`src/rtl/bpcm_pkg.sv`:
```
// ----------------------------------------------------------------------------
// bpcm_pkg
// Shared constants for the bounded partition counter.
// ----------------------------------------------------------------------------
package bpcm_pkg;

  localparam int unsigned MAX_N   = 1024;
  localparam int unsigned DEPTH   = MAX_N + 1;
  localparam int unsigned ADDR_W  = $clog2(DEPTH);
  localparam int unsigned DATA_W  = 20;

  localparam logic [DATA_W-1:0] MOD_RESET = DATA_W'(1000000);
  localparam logic [DATA_W-1:0] MOD_MIN   = DATA_W'(2);

endpackage

```
`src/rtl/bpcm_addmod.sv`:
```
// ----------------------------------------------------------------------------
// bpcm_addmod
// Modular adder: both operands are below the modulus, so one conditional
// subtraction brings the sum back into range.
// ----------------------------------------------------------------------------
module bpcm_addmod (
  input  logic [bpcm_pkg::DATA_W-1:0] a,
  input  logic [bpcm_pkg::DATA_W-1:0] b,
  input  logic [bpcm_pkg::DATA_W-1:0] m,
  output logic [bpcm_pkg::DATA_W-1:0] sum
);

  logic [bpcm_pkg::DATA_W:0] raw;
  logic [bpcm_pkg::DATA_W:0] red;

  always_comb begin
    raw = {1'b0, a} + {1'b0, b};
    red = raw - {1'b0, m};
    sum = (raw >= {1'b0, m}) ? red[bpcm_pkg::DATA_W-1:0] : raw[bpcm_pkg::DATA_W-1:0];
  end

endmodule

```
`config.mk`:
```
export PLATFORM = sky130hd
export DESIGN_NAME = bpcm_addmod
export DESIGN_NICKNAME = d
export VERILOG_FILES = /design/src/rtl/bpcm_pkg.sv /design/src/rtl/bpcm_addmod.sv
export SDC_FILE = /design/constraint.sdc
export NUM_CORES = 1
export LEC_CHECK = 0
export ABC_CLOCK_PERIOD_IN_PS = 10900
export BUFFER_PORTS_ARGS = -buffer_cell sky130_fd_sc_hd__buf_4
export CAP_MARGIN = 10
export CORE_AREA = 5 5 71 73
export DETAILED_ROUTE_END_ITERATION = 8
export DIE_AREA = 0 0 76 78
export GPL_TIMING_DRIVEN = 0
export PLACE_DENSITY = 0.87
export SLEW_MARGIN = 5
export SYNTH_ARGS = -nofsm -noshare
export SYNTH_HDL_FRONTEND = slang
export SYNTH_SLANG_ARGS = --single-unit
```
`constraint.sdc`:
```
create_clock -name vclk -period 10.9
set_clock_uncertainty 0.15 [all_clocks]
set_input_delay 2.18 -clock vclk [all_inputs]
set_output_delay 2.18 -clock vclk [all_outputs]
set_load 0.005 [all_outputs]
```
==> qor.csv, run 1 <==
metric;value;unit
cellPowerDensity;123;nW/um^2
top_level_ports;80;
n_antenna_cell;0;
drc;0;
hold_viol;0;
wl_per_cell;14.1;um
leakage;1.53;nW
critical_path_required;8.57;ns
routed_wl;6660;um
hold_path.class;input pin to output pin;
grt_pass1_vias;2698;
die_w;76;um
setup_viol;0;
port_buffers;80;
fin_crit;8.99;ns
relSlewSlack;65.2;%
n_fill_cell;373;
postCtsSetupBuffers;0;
ir_drop;71.5;uV
die_area;5930;um^2
routabilityCongestion;0.889;
core;4290;um^2
yosys_warnings;0;
grt_max_degree;11;
netlist_area;2460;um^2
end_kind;output pin;
outcome;finished, final reports clean;
dpl.hpwl;5740;um
antenna_left;0;
antenna_found_initial;0;
fin_setup_tns;0;ns
core.rowCount;24;
hp-start;m[0];
seq_area;0;um^2
grt_usage;21.4;%
slew_violations;0;
routed_via_density;6.10;
rsz0062_at_grt;false;
design.seq.count;0;
fin_cells;472;
final_area;3130;um^2
synth_area_leaders;ha_1, a21oi_1, xnor2_1, inv_1, mux2_4;
firstDrtPassIters;5;
synthTopCellsByCount;ha_1, a21oi_1, inv_1, nand2_1, nor2_1;
synth_area_leader_cell;ha_1;
placed_area;3130;um^2
cp_max_fo;10;
layout-drive-gt1-share;26.7;%
arrival;6.66;ns
n_clock_buffer;0;
grt_pass1_wl;11400;um
fin_nets;524;
initial_core_util;57.3;%
syn_area_per_cell;7.24;um^2
grt.overflow.total;0;
min_delay_worst_endpoint;sum[0];
cap_violations;0;
drt-initial-drc-count;150;
synth_top_area_share;20.3;%
synth_cell_types;62;
post-place-cells;472;
hold_path_depth;4;
via_count;2879;
path_class;input pin to output pin;
die_h;78;um
cts_resized;0;
syn_nets;442;
max_slew.worst_pin.slew;0.515;ns
synthCells;340;
fmax;0.111;GHz
synth-seq-area-share;0;%
synth_most_common_cell;ha_1;
min_period_over_period;82.5;%
cts_hold_buf;0;
cp-start-kind;input pin;
area_growth;27.0;%
-- area by class of cell --
| type | instances | area, um^2 | share of cell area [%] |
|---|---|---|---|
| timing repair buffer | 80 | 601 | 19.2 |
| multi-input combinational | 298 | 2290 | 73.2 |
| buffer | 10 | 52.6 | 1.68 |
| tap | 52 | 65.1 | 2.08 |
| inverter | 32 | 120 | 3.84 |
-- worst max-delay path: stages --
cell	delay, ns
buf_4	0.11
ha_1	0.23
fa_1	0.42
a21o_1	0.20
a31oi_1	0.25
and2b_2	0.29
a221o_1	0.30
a21oi_1	0.17
xnor2_1	0.17
ha_1	0.26
buf_2	0.16
nand2_1	0.11
nor3_1	0.10
a32oi_1	0.27
nand3_1	0.14
o21a_2	0.25
a31oi_4	0.38
buf_8	0.22
mux2_4	0.31
buf_4	0.13
-- where the power goes --
part / switching, W / internal [W] / total, W
registers: 0 / 0 / 0
logic: 0.000186 / 0.000198 / 0.000384
clock network: 0 / 0 / 0
-- cell families (layout without fill, tap and decap cells) --
group	Yosys count	after routing	share of synthesized area, %
AOI/OAI and AO/OA	120	120	34.1
xor gates and xnor gates	22	22	7.83
adders and majority gates	42	42	22.0
buffers and inverters	42	122	7.01
muxes	17	17	8.79
and+or+nand+nor	97	97	20.3
-- cells in the final DEF (no fill, tap or decap), types with 6 or more instances in the layout --
| master | count |
|---|---|
| xnor2_1 | 14 |
| o21ai_0 | 17 |
| inv_1 | 32 |
| nand3_1 | 11 |
| nor2_1 | 20 |
| mux2_2 | 9 |
| nand2_1 | 21 |
| buf_4 | 80 |
| nor3_1 | 15 |
| a21oi_1 | 32 |
| nand4_1 | 6 |
| mux2_4 | 7 |
| a21o_1 | 7 |
| ha_1 | 40 |
| xor2_1 | 8 |
| a31oi_1 | 8 |
-- routing by layer --
layer  GRT usage (%)  vias to the layer above  wire length [um]
li1                -                     1454                 -
met1            26.9                     1315              2810
met2            39.7                       99              3330
met3            2.89                       11               443
met4            2.49                        0                70
met5               0                        -                 0
-- worst max path at each step --
stage | from | end | slack [ns] | cells after the start
2_1_floorplan | a[0] | sum[12] | 2.70 | 18
3_3_place_gp | a[0] | sum[12] | 2.02 | 20
3_5_place_dp | a[0] | sum[12] | 1.94 | 20
4_1_cts | a[0] | sum[12] | 1.92 | 19
5_1_grt | a[0] | sum[11] | 1.55 | 20
6_report | a[0] | sum[12] | 1.91 | 20
-- per-stage QoR --
stage | power (W) | hold slack (ns) | utilization, % | worst slack, ns
3_3_place_gp | 0.000375 | 4.62 | 72.8 | 2.02
4_1_cts | 0.000384 | 4.64 | 72.8 | 1.92
5_1_grt | 0.000425 | 4.67 | 72.8 | 1.55
3_5_place_dp | 0.000382 | 4.64 | 72.8 | 1.94
2_1_floorplan | 0.000260 | 4.40 | - | 2.70
6_report | 0.000384 | 4.63 | 72.8 | 1.91
Note: power is estimated with default switching activity, not from simulation.
==> run 2, diff against run 1 <==
--- a/config.mk
+++ b/config.mk
@@ -5,14 +5,14 @@
 export SDC_FILE = /design/constraint.sdc
 export NUM_CORES = 1
 export LEC_CHECK = 0
-export ABC_CLOCK_PERIOD_IN_PS = 10900
+export ABC_CLOCK_PERIOD_IN_PS = 9400
 export BUFFER_PORTS_ARGS = -buffer_cell sky130_fd_sc_hd__buf_4
 export CAP_MARGIN = 10
-export CORE_AREA = 5 5 71 73
+export CORE_AREA = 5 5 73 75
 export DETAILED_ROUTE_END_ITERATION = 8
-export DIE_AREA = 0 0 76 78
+export DIE_AREA = 0 0 78 80
 export GPL_TIMING_DRIVEN = 0
-export PLACE_DENSITY = 0.87
+export PLACE_DENSITY = 0.82
 export SLEW_MARGIN = 5
 export SYNTH_ARGS = -nofsm -noshare
 export SYNTH_HDL_FRONTEND = slang
==> constraint.sdc (replaced) <==
create_clock -name vclk -period 9.4
set_clock_uncertainty 0.15 [all_clocks]
set_input_delay 1.88 -clock vclk [all_inputs]
set_output_delay 1.88 -clock vclk [all_outputs]
set_load 0.005 [all_outputs]
==> run 2 against run 1 <==
Worst hold slack got worse by 0.61 ns. Combinational power increased by 16%. Non-clock buffer count did not move. Global-route usage down 1.4 points. Count of clock-buffer cells in the layout unchanged. Design area about the same. Total power rose by 16%. Cell count up 0.42%. Largest cell class unchanged. Critical path depth stayed put. Core utilization shrank 4.8 points.
==> qor.csv, run 2 (same netlist as run 1, synthesis figures left out) <==
metric;value;unit
routed_wl;6760;um
sequentialPowerShare;0;%
outcome;finished, final reports clean;
top_layer_used;met4;
routabilityCongestion;0.910;
via_count;2840;
cpPeakStageDelay;0.44;ns
core;4600;um^2
firstDrtPassIters;6;
wl_per_cell;14.3;um
grt_pass1_wl;10900;um
clockPowerShare;0;%
n_fill_cell;411;
n_antenna_cell;0;
crit_slowest_cell;fa_1;
cp-start-kind;input pin;
routed_via_density;5.99;
p_comb_share;100.0;%
path_cells;buf_4 -> ha_1 -> fa_1 -> a21o_1 -> a31oi_1 -> and2b_2 -> a221o_1 -> a21oi_1 -> xnor2_1 -> ha_1 -> buf_2 -> nand2_1 -> nor3_1 -> nand2_1 -> a21oi_1 -> nand4b_1 -> a31oi_4 -> buf_8 -> o31ai_1 -> buf_4;
design.seq.count;0;
cap_violations;0;
met3_length;519;um
die_area;6240;um^2
ir_drop;80.4;uV
top_level_ports;80;
fin_setup_tns;0;ns
cp_max_fo;10;
multi_input_area;2290;um^2
seq_area;0;um^2
wl_met1;2770;um
area_growth;27.1;%
cts_hold_buf;0;
p_int;0.000230;W
leakage;1.53;nW
fmax;0.120;GHz
hold_path.class;input pin to output pin;
grt_usage;20.1;%
path_class;input pin to output pin;
grt.overflow.total;0;
port_buffers;80;
rsz0062_at_grt;false;
critical_path_required;7.37;ns
max_slew.worst_pin.slew;0.517;ns
final_common_cell;buf_4;
setup_viol;0;
layout-drive-gt1-share;26.7;%
placed_area;3130;um^2
die_w;78;um
worst-path-buf-inv;4;
swShare;48.5;%
grt_max_degree;11;
slew_violations;0;
grt_pass1_vias;2585;
antenna_left;0;
detailroute.wirelength.met2;3420;um
initial_core_util;53.6;%
final_area;3130;um^2
layout_common_cells;buf_4, ha_1, inv_1, a21oi_1, nand2_1;
fin_cells;474;
hold_viol;0;
die_h;80;um
dpl.hpwl;5760;um
post-place-cells;474;
fin_nets;524;
antenna_found_initial;0;
cts_resized;0;
core.rowCount;25;
relSlewSlack;65.1;%
switchingPower;0.000216;W
min_period_over_period;88.8;%
drc;0;
n_clock_buffer;0;
cellPowerDensity;142;nW/um^2
end_kind;output pin;
fin_crit;8.35;ns
arrival;6.32;ns
postCtsSetupBuffers;0;
critPathTopFamily;compound AO/OA/AOI/OAI gates;
drt-initial-drc-count;171;
-- run 2: metal layers --
metal | vias to the layer above | GRT usage (%)
met5 | - | 0
met4 | 0 | 3.21
met3 | 9 | 1.81
met2 | 101 | 37.0
met1 | 1281 | 25.5
li1 | 1449 | -
-- run 2: layout make-up --
class,instances,share of cell area (%)
timing repair buffer,80,19.2
tap,54,2.16
inverter,32,3.84
buffer,10,1.68
multi-input combinational,298,73.1
-- run 2: tightest hold or removal path: cells and delay by family --
family,cells,cell delay (ns)
adders and majority gates,1,0.14
buffers and inverters,2,0.21
muxes,1,0.07
-- run 2: final timing paths --
path	start	to	slack (ns)	cells past startpoint
worst max-delay path	a[0]	sum[11]	1.05	20
worst min-delay path	m[0]	sum[0]	4.02	4
-- run 2: power groups by stage --
stage,registers [W],logic (W),clock network [W]
finish,0,0.000446,0
CTS,0,0.000446,0
floorplan,0,0.000302,0
detailed placement,0,0.000444,0
global route,0,0.000492,0
global placement,0,0.000436,0
-- run 2: metrics by stage --
step                setup WS (ns)  power, W  hold WS [ns]  util, %
floorplan                    1.80  0.000302          3.80        -
global placement             1.11  0.000436          4.02     68.1
CTS                          1.05  0.000446          4.03     68.1
finish                       1.05  0.000446          4.02     68.1
global route                0.693  0.000492          4.05     68.1
detailed placement           1.08  0.000444          4.03     68.1
